<file path="config.mk">
export PLATFORM = sky130hd
export DESIGN_NAME = frame_rms_envelope
export DESIGN_NICKNAME = d
export VERILOG_FILES = /design/src/fre_pkg.sv /design/src/fre_front.sv /design/src/fre_queue.sv /design/src/fre_back.sv /design/src/frame_rms_envelope.sv
export VERILOG_INCLUDE_DIRS = /design/src /design/src/src
export SDC_FILE = /design/constraint.sdc
export NUM_CORES = 1
export LEC_CHECK = 0
export ABC_CLOCK_PERIOD_IN_PS = 7800
export BUFFER_PORTS_ARGS = -buffer_cell sky130_fd_sc_hd__buf_2
export CAP_MARGIN = 20
export CORE_MARGIN = 5
export CORE_UTILIZATION = 45
export CTS_BUF_LIST = sky130_fd_sc_hd__clkbuf_4 sky130_fd_sc_hd__clkbuf_8
export DETAILED_ROUTE_END_ITERATION = 6
export GPL_TIMING_DRIVEN = 0
export HOLD_SLACK_MARGIN = 0.15
export PLACE_DENSITY = 0.75
export REMOVE_ABC_BUFFERS = 1
export SYNTH_ARGS = -nofsm -noshare
export SYNTH_HDL_FRONTEND = slang
export SYNTH_SLANG_ARGS = --single-unit
</file>
<file path="constraint.sdc">
create_clock -name clk -period 7.8 [get_ports clk]
set_clock_uncertainty 0.1 [all_clocks]
set_input_delay 0.39 -clock clk [delete_from_list [all_inputs] [get_ports clk]]
set_output_delay 0.39 -clock clk [all_outputs]
set_load 0.03 [all_outputs]
</file>
<file path="src/frame_rms_envelope_defines.svh">
// ---------------------------------------------------------------------------
// Frame RMS envelope assertion macros
// Concurrent assertion wrappers shared by the RTL; empty when SYNTH is set.
// ---------------------------------------------------------------------------
`ifndef FRAME_RMS_ENVELOPE_DEFINES_SVH
`define FRAME_RMS_ENVELOPE_DEFINES_SVH

`ifndef SYNTH
// Same-cycle implication, checked outside reset.
`define FRE_ASSERT_IMP(lbl, clk, rstn, ante, cons, msg) \
  lbl: assert property (@(posedge clk) disable iff (!rstn) (ante) |-> (cons)) else $error(msg);
// Next-cycle implication, checked outside reset.
`define FRE_ASSERT_NXT(lbl, clk, rstn, ante, cons, msg) \
  lbl: assert property (@(posedge clk) disable iff (!rstn) (ante) |=> (cons)) else $error(msg);
`else
`define FRE_ASSERT_IMP(lbl, clk, rstn, ante, cons, msg)
`define FRE_ASSERT_NXT(lbl, clk, rstn, ante, cons, msg)
`endif

`endif

</file>
<file path="src/fre_pkg.sv">
// ---------------------------------------------------------------------------
// fre_pkg
// Shared constants, types and state encoding of the frame RMS envelope.
// ---------------------------------------------------------------------------
package fre_pkg;

  // Hop length register.
  localparam int HOP_BITS = 13;
  localparam logic [HOP_BITS-1:0] HOP_RESET = 13'd512;

  // Defaults of the top-level parameters.
  localparam int MAX_HOP_DEF     = 4096;
  localparam int SAMPLE_BITS_DEF = 16;

  // Configuration port.
  localparam int CFG_ADDR_BITS = 3;
  localparam int CFG_DATA_BITS = 32;
  localparam logic REG_HOP_LENGTH = 1'b0;  // register index of hop_length

  // Frame job queue between front and back.
  localparam int QUEUE_DEPTH = 2;
  localparam int QPTR_BITS   = 1;
  localparam int QCNT_BITS   = 2;

  typedef struct packed {
    logic                 empty;
    logic [QCNT_BITS-1:0] count;
  } fre_qstat_t;

  typedef enum logic [1:0] {
    ST_IDLE,
    ST_DIV,
    ST_ROOT,
    ST_HOLD
  } fre_state_t;

endpackage

</file>
<file path="src/fre_front.sv">
// ---------------------------------------------------------------------------
// fre_front
// Sample intake: squares each sample and accumulates frames into jobs.
// ---------------------------------------------------------------------------
module fre_front #(
  parameter int SAMPLE_BITS = fre_pkg::SAMPLE_BITS_DEF,
  parameter int MAX_HOP     = fre_pkg::MAX_HOP_DEF,
  parameter int SUM_W       = 2 * fre_pkg::SAMPLE_BITS_DEF - 1 + $clog2(fre_pkg::MAX_HOP_DEF)
) (
  input  logic                          clk,
  input  logic                          rst_n,
  input  logic [fre_pkg::HOP_BITS-1:0]  hop_cfg,
  input  logic                          in_valid,
  output logic                          in_ready,
  input  logic [SAMPLE_BITS-1:0]        in_sample,
  input  logic                          in_last,
  input  fre_pkg::fre_qstat_t           qstat,
  output logic                          push,
  output logic [SUM_W-1:0]              push_sum,
  output logic [fre_pkg::HOP_BITS-1:0]  push_hop,
  output logic                          push_last
);

  localparam int HB   = fre_pkg::HOP_BITS;
  localparam int SQ_W = 2 * SAMPLE_BITS;
  localparam int CAP_I = (MAX_HOP > (2 ** HB) - 1) ? (2 ** HB) - 1 : MAX_HOP;
  localparam logic [HB-1:0] HOP_CAP = HB'(CAP_I);
  localparam int PC_W = fre_pkg::QCNT_BITS + 1;

  logic [HB-1:0]          cnt_r, cnt_nxt;
  logic [HB-1:0]          hop_eff, taken;
  logic                   fire, accept;
  logic [SAMPLE_BITS-1:0] mag;
  logic [SQ_W-1:0]        sq_w;
  logic [PC_W-1:0]        pend_cnt;

  logic                   a_vld_r;
  logic [SQ_W-1:0]        a_sq_r;
  logic                   a_fire_r;
  logic                   a_last_r;
  logic [HB-1:0]          a_hop_r;

  logic [SUM_W-1:0]       sum_r, sum_nxt, tot;

  // A job pending in stage A keeps its queue slot reserved.
  assign pend_cnt = PC_W'(qstat.count) + PC_W'(a_vld_r && a_fire_r);
  assign in_ready = pend_cnt < PC_W'(fre_pkg::QUEUE_DEPTH);
  assign accept   = in_valid && in_ready;

  always_comb begin
    if (hop_cfg == '0) begin
      hop_eff = HB'(1);
    end else if (hop_cfg > HOP_CAP) begin
      hop_eff = HOP_CAP;
    end else begin
      hop_eff = hop_cfg;
    end
  end

  assign taken = cnt_r + HB'(1);
  assign fire  = taken >= hop_eff;
  assign mag   = in_sample[SAMPLE_BITS-1] ? (~in_sample + SAMPLE_BITS'(1)) : in_sample;
  assign sq_w  = SQ_W'(mag) * SQ_W'(mag);

  always_comb begin
    cnt_nxt = cnt_r;
    if (accept) begin
      cnt_nxt = (fire || in_last) ? '0 : taken;
    end
  end

  assign tot = sum_r + SUM_W'(a_sq_r);

  always_comb begin
    sum_nxt = sum_r;
    if (a_vld_r) begin
      sum_nxt = (a_fire_r || a_last_r) ? '0 : tot;
    end
  end

  assign push      = a_vld_r && a_fire_r;
  assign push_sum  = tot;
  assign push_hop  = a_hop_r;
  assign push_last = a_last_r;

  always_ff @(posedge clk) begin
    if (!rst_n) begin
      cnt_r   <= '0;
      a_vld_r <= 1'b0;
      sum_r   <= '0;
    end else begin
      cnt_r   <= cnt_nxt;
      a_vld_r <= accept;
      sum_r   <= sum_nxt;
    end
  end

  always_ff @(posedge clk) begin
    if (accept) begin
      a_sq_r   <= sq_w;
      a_fire_r <= fire;
      a_last_r <= in_last;
      a_hop_r  <= hop_eff;
    end
  end

endmodule

</file>
<file path="src/fre_queue.sv">
// ---------------------------------------------------------------------------
// fre_queue
// Short FIFO of completed frame jobs between the front and the back.
// ---------------------------------------------------------------------------
`include "frame_rms_envelope_defines.svh"

module fre_queue #(
  parameter int WIDTH = 57
) (
  input  logic                clk,
  input  logic                rst_n,
  input  logic                push,
  input  logic [WIDTH-1:0]    push_data,
  input  logic                pop,
  output logic [WIDTH-1:0]    pop_data,
  output fre_pkg::fre_qstat_t qstat
);

  localparam int PB = fre_pkg::QPTR_BITS;
  localparam int CB = fre_pkg::QCNT_BITS;

  logic [WIDTH-1:0] mem [fre_pkg::QUEUE_DEPTH];
  logic [PB-1:0]    wr_ptr_r, wr_ptr_nxt;
  logic [PB-1:0]    rd_ptr_r, rd_ptr_nxt;
  logic [CB-1:0]    cnt_r, cnt_nxt;

  always_comb begin
    wr_ptr_nxt = push ? wr_ptr_r + PB'(1) : wr_ptr_r;
    rd_ptr_nxt = pop  ? rd_ptr_r + PB'(1) : rd_ptr_r;
    cnt_nxt    = cnt_r + CB'(push) - CB'(pop);
  end

  assign pop_data    = mem[rd_ptr_r];
  assign qstat.empty = (cnt_r == '0);
  assign qstat.count = cnt_r;

  always_ff @(posedge clk) begin
    if (!rst_n) begin
      wr_ptr_r <= '0;
      rd_ptr_r <= '0;
      cnt_r    <= '0;
    end else begin
      wr_ptr_r <= wr_ptr_nxt;
      rd_ptr_r <= rd_ptr_nxt;
      cnt_r    <= cnt_nxt;
    end
  end

  always_ff @(posedge clk) begin
    if (push) begin
      mem[wr_ptr_r] <= push_data;
    end
  end

  `FRE_ASSERT_IMP(a_no_overflow, clk, rst_n, push, cnt_r < CB'(fre_pkg::QUEUE_DEPTH), "job queue overflow")
  `FRE_ASSERT_IMP(a_no_underflow, clk, rst_n, pop, cnt_r != '0, "job queue underflow")
  `FRE_ASSERT_NXT(a_cnt_up, clk, rst_n, push && !pop, cnt_r == $past(cnt_r) + CB'(1), "queue count lost a push")

endmodule

</file>
<file path="src/fre_back.sv">
// ---------------------------------------------------------------------------
// fre_back
// Per-frame mean (restoring divide) and integer square root, with result register.
// ---------------------------------------------------------------------------
`include "frame_rms_envelope_defines.svh"

module fre_back #(
  parameter int SAMPLE_BITS = fre_pkg::SAMPLE_BITS_DEF,
  parameter int SUM_W       = 2 * fre_pkg::SAMPLE_BITS_DEF - 1 + $clog2(fre_pkg::MAX_HOP_DEF)
) (
  input  logic                         clk,
  input  logic                         rst_n,
  input  fre_pkg::fre_qstat_t          qstat,
  output logic                         pop,
  input  logic [SUM_W-1:0]             job_sum,
  input  logic [fre_pkg::HOP_BITS-1:0] job_hop,
  input  logic                         job_last,
  output logic                         out_valid,
  input  logic                         out_ready,
  output logic [SAMPLE_BITS-1:0]       out_rms,
  output logic                         out_last
);

  localparam int HB     = fre_pkg::HOP_BITS;
  localparam int ROOT_W = SAMPLE_BITS;
  localparam int X_W    = 2 * SAMPLE_BITS;
  localparam int REM_W  = SAMPLE_BITS + 2;
  localparam int STEP_W = $clog2(SUM_W);
  localparam logic [STEP_W-1:0] DIV_LAST  = STEP_W'(SUM_W - 1);
  localparam logic [STEP_W-1:0] ROOT_LAST = STEP_W'(ROOT_W - 1);
  localparam logic [ROOT_W-1:0] ROOT_MAX  = ROOT_W'(1) << (SAMPLE_BITS - 1);

  fre_pkg::fre_state_t st_r, st_nxt;
  logic [STEP_W-1:0]   step_r, step_nxt;

  logic [SUM_W-1:0]    quo_r;
  logic [HB-1:0]       div_r;
  logic [HB-1:0]       rem_r;
  logic                last_r;
  logic [X_W-1:0]      x_r;
  logic [REM_W-1:0]    srem_r;
  logic [ROOT_W-1:0]   root_r;

  logic                out_vld_r;
  logic [ROOT_W-1:0]   out_rms_r;
  logic                out_last_r;

  logic                out_free, load_out;
  logic [HB:0]         rem_sh, rem_sub;
  logic                d_ge;
  logic [SUM_W-1:0]    quo_sh;
  logic [REM_W-1:0]    s_sh, s_trial;
  logic                s_ge;

  assign out_free = !out_vld_r || out_ready;

  // Next state.
  always_comb begin
    st_nxt   = st_r;
    step_nxt = step_r;
    case (st_r)
      fre_pkg::ST_IDLE: begin
        if (!qstat.empty) begin
          st_nxt   = fre_pkg::ST_DIV;
          step_nxt = '0;
        end
      end
      fre_pkg::ST_DIV: begin
        if (step_r == DIV_LAST) begin
          st_nxt   = fre_pkg::ST_ROOT;
          step_nxt = '0;
        end else begin
          step_nxt = step_r + STEP_W'(1);
        end
      end
      fre_pkg::ST_ROOT: begin
        if (step_r == ROOT_LAST) begin
          st_nxt = fre_pkg::ST_HOLD;
        end else begin
          step_nxt = step_r + STEP_W'(1);
        end
      end
      fre_pkg::ST_HOLD: begin
        if (out_free) begin
          st_nxt = fre_pkg::ST_IDLE;
        end
      end
      default: begin
        st_nxt = fre_pkg::ST_IDLE;
      end
    endcase
  end

  // Control outputs.
  always_comb begin
    pop      = 1'b0;
    load_out = 1'b0;
    case (st_r)
      fre_pkg::ST_IDLE: pop      = !qstat.empty;
      fre_pkg::ST_HOLD: load_out = out_free;
      default: begin
        pop      = 1'b0;
        load_out = 1'b0;
      end
    endcase
  end

  // One quotient bit per divide step.
  assign rem_sh  = {rem_r, quo_r[SUM_W-1]};
  assign rem_sub = rem_sh - {1'b0, div_r};
  assign d_ge    = rem_sh >= {1'b0, div_r};
  assign quo_sh  = {quo_r[SUM_W-2:0], d_ge};

  // One root bit per square-root step.
  assign s_sh    = {srem_r[REM_W-3:0], x_r[X_W-1:X_W-2]};
  assign s_trial = {root_r, 2'b01};
  assign s_ge    = s_sh >= s_trial;

  always_ff @(posedge clk) begin
    if (!rst_n) begin
      st_r      <= fre_pkg::ST_IDLE;
      step_r    <= '0;
      out_vld_r <= 1'b0;
    end else begin
      st_r   <= st_nxt;
      step_r <= step_nxt;
      if (load_out) begin
        out_vld_r <= 1'b1;
      end else if (out_ready) begin
        out_vld_r <= 1'b0;
      end
    end
  end

  always_ff @(posedge clk) begin
    case (st_r)
      fre_pkg::ST_IDLE: begin
        if (pop) begin
          quo_r  <= job_sum;
          div_r  <= job_hop;
          rem_r  <= '0;
          last_r <= job_last;
        end
      end
      fre_pkg::ST_DIV: begin
        rem_r <= d_ge ? rem_sub[HB-1:0] : rem_sh[HB-1:0];
        quo_r <= quo_sh;
        if (step_r == DIV_LAST) begin
          x_r    <= X_W'(quo_sh);
          srem_r <= '0;
          root_r <= '0;
        end
      end
      fre_pkg::ST_ROOT: begin
        x_r    <= {x_r[X_W-3:0], 2'b00};
        srem_r <= s_ge ? (s_sh - s_trial) : s_sh;
        root_r <= {root_r[ROOT_W-2:0], s_ge};
      end
      fre_pkg::ST_HOLD: begin
        if (load_out) begin
          out_rms_r  <= root_r;
          out_last_r <= last_r;
        end
      end
      default: begin
        rem_r <= rem_r;
      end
    endcase
  end

  assign out_valid = out_vld_r;
  assign out_rms   = out_rms_r;
  assign out_last  = out_last_r;

  `FRE_ASSERT_IMP(a_rem_below_div, clk, rst_n, st_r == fre_pkg::ST_DIV, rem_r < div_r, "divide remainder not below divisor")
  `FRE_ASSERT_NXT(a_div_to_root, clk, rst_n, st_r == fre_pkg::ST_DIV && step_r == DIV_LAST, st_r == fre_pkg::ST_ROOT, "divide did not hand over to root")
  `FRE_ASSERT_NXT(a_rms_range, clk, rst_n, load_out, out_rms_r <= ROOT_MAX, "rms value above full scale")

endmodule

</file>
<file path="src/frame_rms_envelope.sv">
// ---------------------------------------------------------------------------
// frame_rms_envelope
// Framed RMS envelope of a signed sample stream, one result per full frame.
// ---------------------------------------------------------------------------
// Samples arrive on the in_ stream (in_tdata = sample, in_tlast = last sample
// of a data block). They are cut into back-to-back frames of hop_length
// samples; each complete frame yields one transfer on the out_ stream with
// out_tdata = floor(sqrt(floor(sum of squares / hop))) and out_tlast set when
// that frame ended on the block's last sample. A partial frame at block end
// yields nothing and the accumulator restarts.
// The front takes one sample per cycle while in_tready is high. The back
// passes each frame through the idle, divide, root and hold states of its
// shared bit-serial divider and square-root unit; a two-entry job queue lets
// the front keep accumulating meanwhile, so frames at least as long as a
// back-end pass stream at one sample per cycle. Shorter frames are limited to
// one frame per back-end pass, and in_tready drops while the queue is full.
// When the receiver stalls, the result waits in the output register, the back
// waits with the next finished result, then the queue fills and in_tready falls.
// Reset (synchronous, rst_n low) sets hop_length to 512 and clears the
// accumulator, the queue and the output. hop_length (byte address 0 of the cfg_
// port) is to be written only while the block is idle.
// ---------------------------------------------------------------------------
module frame_rms_envelope #(
  parameter int MAX_HOP     = fre_pkg::MAX_HOP_DEF,
  parameter int SAMPLE_BITS = fre_pkg::SAMPLE_BITS_DEF
) (
  input  logic                                clk,
  input  logic                                rst_n,
  // Input stream.
  input  logic                                in_tvalid,
  output logic                                in_tready,
  input  logic [((SAMPLE_BITS+7)/8)*8-1:0]    in_tdata,   // [SAMPLE_BITS-1:0] sample
  input  logic                                in_tlast,   // block_last
  // Result stream.
  output logic                                out_tvalid,
  input  logic                                out_tready,
  output logic [((SAMPLE_BITS+7)/8)*8-1:0]    out_tdata,  // [SAMPLE_BITS-1:0] rms_value
  output logic                                out_tlast,  // block_end
  // Configuration port.
  input  logic                                cfg_psel,
  input  logic                                cfg_penable,
  input  logic                                cfg_pwrite,
  input  logic [fre_pkg::CFG_ADDR_BITS-1:0]   cfg_paddr,
  input  logic [fre_pkg::CFG_DATA_BITS-1:0]   cfg_pwdata,
  output logic [fre_pkg::CFG_DATA_BITS-1:0]   cfg_prdata,
  output logic                                cfg_pready
);

  localparam int HB      = fre_pkg::HOP_BITS;
  localparam int TDATA_W = ((SAMPLE_BITS + 7) / 8) * 8;
  // Sum of squares of up to MAX_HOP full-scale samples.
  localparam int SUM_W   = 2 * SAMPLE_BITS - 1 + $clog2(MAX_HOP);
  localparam int JOB_W   = SUM_W + HB + 1;

  logic [HB-1:0]          hop_r, hop_nxt;
  logic                   cfg_wr, reg_sel;

  fre_pkg::fre_qstat_t    qstat;
  logic                   push, pop;
  logic [SUM_W-1:0]       push_sum, job_sum;
  logic [HB-1:0]          push_hop, job_hop;
  logic                   push_last, job_last;
  logic [JOB_W-1:0]       job_in, job_out;
  logic [SAMPLE_BITS-1:0] rms;

  // Register file: hop_length is the only register; address bit 2 picks it.
  assign cfg_pready = 1'b1;
  assign reg_sel    = (cfg_paddr[2] == fre_pkg::REG_HOP_LENGTH);
  assign cfg_wr     = cfg_psel && cfg_penable && cfg_pwrite && cfg_pready;
  assign hop_nxt    = (cfg_wr && reg_sel) ? cfg_pwdata[HB-1:0] : hop_r;
  assign cfg_prdata = reg_sel ? fre_pkg::CFG_DATA_BITS'(hop_r) : '0;

  always_ff @(posedge clk) begin
    if (!rst_n) begin
      hop_r <= fre_pkg::HOP_RESET;
    end else begin
      hop_r <= hop_nxt;
    end
  end

  fre_front #(
    .SAMPLE_BITS (SAMPLE_BITS),
    .MAX_HOP     (MAX_HOP),
    .SUM_W       (SUM_W)
  ) u_front (
    .clk       (clk),
    .rst_n     (rst_n),
    .hop_cfg   (hop_r),
    .in_valid  (in_tvalid),
    .in_ready  (in_tready),
    .in_sample (in_tdata[SAMPLE_BITS-1:0]),
    .in_last   (in_tlast),
    .qstat     (qstat),
    .push      (push),
    .push_sum  (push_sum),
    .push_hop  (push_hop),
    .push_last (push_last)
  );

  assign job_in = {push_last, push_hop, push_sum};

  fre_queue #(
    .WIDTH (JOB_W)
  ) u_queue (
    .clk       (clk),
    .rst_n     (rst_n),
    .push      (push),
    .push_data (job_in),
    .pop       (pop),
    .pop_data  (job_out),
    .qstat     (qstat)
  );

  assign job_sum  = job_out[SUM_W-1:0];
  assign job_hop  = job_out[SUM_W+HB-1:SUM_W];
  assign job_last = job_out[JOB_W-1];

  fre_back #(
    .SAMPLE_BITS (SAMPLE_BITS),
    .SUM_W       (SUM_W)
  ) u_back (
    .clk       (clk),
    .rst_n     (rst_n),
    .qstat     (qstat),
    .pop       (pop),
    .job_sum   (job_sum),
    .job_hop   (job_hop),
    .job_last  (job_last),
    .out_valid (out_tvalid),
    .out_ready (out_tready),
    .out_rms   (rms),
    .out_last  (out_tlast)
  );

  assign out_tdata = TDATA_W'(rms);

endmodule

</file>
# Word level (Yosys, flattened, before mapping)
# Memory sizes are Yosys's and may differ from the RTL's. A register that Yosys moved wholly into a read port is not among the register bits.
# Index checks and enable logic that the tools add are counted.
# totals
ff_bits	281
mem_bits_rw	114
in_bits	59
out_inout_bits	52
wordCells	112
n_memories	1
# classes
addsub	11
mul	1
order_cmp	5
eq_ne	11
mux	35
n_bitwise	2
n_reduce_logical	23
# memory_table
name	words	width	rd	rd_clocked_by_memory_dff	write_ports	line	text
u_queue.mem	2	57	1	1	1	fre_queue.sv:22	logic [WIDTH-1:0] mem [fre_pkg::QUEUE_DEPTH];
# ops
operator	count
$mux 43	2
$pmux 43 s2	1
$mux 13	6
$mux 16	4
$pmux 16 s2	2
$pmux 32 s2	1
$add 43x32->43	1
$mul 16x16->32	1
$mux 32	1
$pmux 13 s2	1
$ge 18x18->1	1
$mux 6	3
$pmux 6 s3	1
$add 16x1->16 const B	1
$not 16->16	1
$sub 16x16->16	1
$ge 14x13->1	1
$add 13x1->13 const B	1
$ge 13x13->1	1
$gt 13x13->1 const B	1
$logic_not 13->1	1
$sub 13x13->13	1
$mux 1	8
$mux 2	4
23 further kinds	42

# Longest topological paths before layout
# depth
depth_word	6
mapped_depth	32
depth_no_buf	30

# By module
# From an unflattened synthesis, not the netlist that was laid out.
# unflattened
cells_unflattened	2393
area_unflattened_um2	26616.8
# by_module_without_submodules
module	instances	cells_per_inst	area_per_inst_um2	seq_area_each_um2
fre_front	1	1479	13311.5	2522.4
fre_back	1	623	8056.5	4714.5
fre_queue	1	197	4451.8	3523.4
frame_rms_envelope	1	94	797.0	260.2

# Worst setup path before layout
# Ideal clock, no wire load.
# synth_timing
path_kind	in2reg
startpoint	input in_tdata[0]
endpoint	register u_front.a_sq_r[28], data pin
setup_ns	0.258
arrival_ns	7.413
t_required_ns	7.442
slack_ns	0.029
path_stages	28
path_buffers	1
path_cell_list	inv_1 clkbuf_1 ha_1 nand2_1 or3_1 o31ai_4 xor2_2 inv_2 nand2_1 fa_1 inv_1 fa_1 fa_1 fa_1 fa_1 inv_1 fa_1 inv_1 ha_1 and2_1 and4_1 nand3_1 o21ai_0 a31oi_1 o21ai_0 a21o_1 a21oi_1 xnor2_1
# synth_via
elab_chain_len	4
# synth_lines
element	line	text
start: declaration	frame_rms_envelope.sv:32	input logic [((SAMPLE_BITS+7)/8)*8-1:0] in_tdata,
$not 16->16	fre_front.sv:62	assign mag = in_sample[SAMPLE_BITS-1] ? (~in_sample + SAMPLE_BITS'(1)) : in_sample;
$add 16x1->16	fre_front.sv:62	
$mux 16 *	fre_front.sv:62	
$mul 16x16->32 *	fre_front.sv:63	assign sq_w = SQ_W'(mag) * SQ_W'(mag);
via u_front.sq_w[28]	fre_front.sv:34	logic [SQ_W-1:0] sq_w;
end signal: assignment	fre_front.sv:100	a_sq_r <= sq_w;
end: declaration	fre_front.sv:38	logic [SQ_W-1:0] a_sq_r;
# Mark *: on every way through the listed nets, which the timed path passes. The rest lies on a longest branch.
# A chain may end at the register's enable or synchronous reset.

# Worst setup path in the final report
# Same ends and word-level chain as after synthesis.

==> reports/metrics.csv <==
metric,value,unit
status,"complete, no violations",
num_rows,88,
dr.pass1.iters,5,
cts_buffers,59,
drive_above_1_share,12.4,%
netlist_instances,2446,
dieArea,0.0631,mm²
synthesis.area,0.0262,mm²
crit_family,adder cells,
dr_total_vias,17500,
io_buffer_count,69,
ys_seq_elements,395,
cts_sinks,395,
grt_first_pass_wirelength,86700,µm
synth_top_area_share,35.7,%
die_w,251,µm
synthFlopType,edfxtp_1,
die_h,251,µm
slowest_delay,0.64,ns
clockBufferDepth,3,
clock-root-buffer,clkbuf_8,
nets,2957,
async_reset_ff_share,0,%
worstPathRequired,8.03,ns
yosys-top-cells-count,"inv_1, edfxtp_1, nand2_1, nor2_1, ha_1",
antenna_found_initial,1,
crit_top_cell,fa_1,
ant_nets,0,
dr.first_iter.drc_count,888,
layout_min_cycle_time,7.55,ns
report.final.setup_viol,0,
place_inst,3215,
max_cap_viol_count,0,
slew_headroom,31.4,%
critPathCaptureType,flip-flop,
yosys-top-cells-area,"edfxtp_1, fa_1, ha_1, dfxtp_1, inv_1",
post-place-ws,-1.51,ns
grt_pass1_vias,18000,
start_util,45.3,%
yosysMostFrequentCell,inv_1,
layout_setup_ws,0.254,ns
syn2layout_area_growth,11.5,%
h-tree-depth,2,
io_pins,111,
fin_crit_sh,96.7,%
core-area,0.0577,mm²
synth.distinct_cells,84,
path_max_fanout,8,
finalMaxSlewViolations,0,
final_util,50.6,%
insertion_delay,0.61,ns
grt_max_degree,84,
ys.warnings.count,0,
worst_slew_pin_slew,1.03,ns
synth_edf_count,311,
hold_viol,0,
wirelength,51500,µm
ys_seq_area_share,42.1,%
clkTransAtPathRegs,0.06,ns
wl_per_cell,15.3,µm
netlist.top_cell.by_area,edfxtp_1,
via_per_inst,5.20,
grt-ovfl-total,0,
clock.fmax,133,MHz
start_kind,primary input,
slowest_stage,fa_1,
fillers,5003,
stdcell_count,3361,
holdCritPathClass,primary input to flip-flop,
gp_congestion,0.907,
crit_type,primary input to flip-flop,
avgSynthCellArea,10.7,µm²
arrival,7.77,ns
drc,0,
crit_buf_inv,6,
hpwl,38600,µm
cts_tree,built,
grt.total_usage,16.0,%
## flip-flops by register name, summed over array words and instances, names as in the netlist, named ones only
name,flops
u_back.quo_r,43
u_back.st_r,2
u_front.push_last,1
u_back.x_r,32
u_front.push_hop,13
u_queue.rd_ptr_r,1
u_back.div_r,13
u_back.srem_r,16
u_back.out_valid,1
u_front.a_vld_r,1
u_back.last_r,1
u_back.step_r,6
u_back.out_rms,16
u_front.cnt_r,13
u_front.a_sq_r,31
u_queue.cnt_r,2
u_back.out_last,1
u_front.a_fire_r,1
u_queue.wr_ptr_r,1
u_queue.mem,114
u_front.sum_r,43
hop_r,13
u_back.root_r,16
u_back.rem_r,13
## routing by layer
metal	share of wire, %	wire length (µm)	global-route usage, %
met1	45	23100	21.3
met2	49	25100	27.5
met3	3.9	2020	2.00
met4	2.5	1290	5.25
met5	0	0	0
## final cells by class
cell class	count	area, µm²	share of cell area (%)
multi-input combinational	1638	13700	47.0
tap	765	957	3.28
antenna	1	2.50	0.00858
clock inverter	28	292	0.999
sequential	395	11000	37.8
inverter	333	1260	4.32
clock buffer	80	1020	3.49
timing repair buffer	121	911	3.12
## what timing repair did
item                                    CTS  global route
pin swaps                                 3             3
endpoints found under the setup margin   15            11
buffers inserted                          5            14
endpoints found under the hold margin    17             0
gates resized for setup                  12            13
hold buffers                             18             0
## cell families after synthesis
logic type | count (synthesis) | synth area share, %
AND/OR/NAND/NOR | 607 | 10.9
buffers and inverters | 442 | 6.69
AO/OA/AOI/OAI | 410 | 9.94
flip-flops | 395 | 42.1
adder cells (fa/ha/maj) | 350 | 21.5
XOR/XNOR | 136 | 4.65
multiplexers | 104 | 4.19
other | 2 | 0.0287
## layout by cell type (no fill, tap or decap), drive strengths merged, types with 18 or more instances in the layout
master / n
inv: 329
edfxtp: 311
nand2: 201
nor2: 190
ha: 184
fa: 166
a21oi: 134
o21ai: 112
buf: 103
dfxtp: 84
clkbuf: 80
xnor2: 78
mux2i: 59
xor2: 58
nor2b: 55
mux2: 45
a21o: 34
conb: 31
nand4: 30
nand3: 26
nor3: 21
clkinv: 21
dlygate4sd3: 18
and3: 18
## worst register-to-register path: cells and delay by family (launching register included)
kind                     cells  cell delay, ns
AND/OR/NAND/NOR              9            1.88
adder cells (fa/ha/maj)      2            0.58
AO/OA/AOI/OAI                3            0.45
flip-flops                   1            0.40
XOR/XNOR                     1            0.17
## path summary, 6_finish.rpt
| path | startpoint | endpoint | slack, ns | depth (start not counted) |
|---|---|---|---|---|
| hold / removal | rst_n | u_queue.cnt_r[0] | 0.26 | 2 |
| hold reg to reg | u_front.push_hop[4] | u_queue.mem[1][47] | 0.35 | 0 |
| setup reg to reg | u_front.cnt_r[0] | u_front.cnt_r[4] | 4.10 | 15 |
| setup / recovery | in_tdata[0] | u_front.a_sq_r[28] | 0.25 | 28 |
## stage by stage
step	hold slack (ns)	setup TNS [ns]	cell area (µm²)
global placement	0.310	-16.03	27100
detailed placement	0.335	-17.34	27400
finish	0.264	0	29200
global route	0.216	-0.0394	29200
CTS	0.196	0	29000
floorplan	0.300	-0.00740	25800
Power is left out: the tool's default activity adds up to more than one toggle a clock period on the data nets, which glitch-free logic cannot reach.
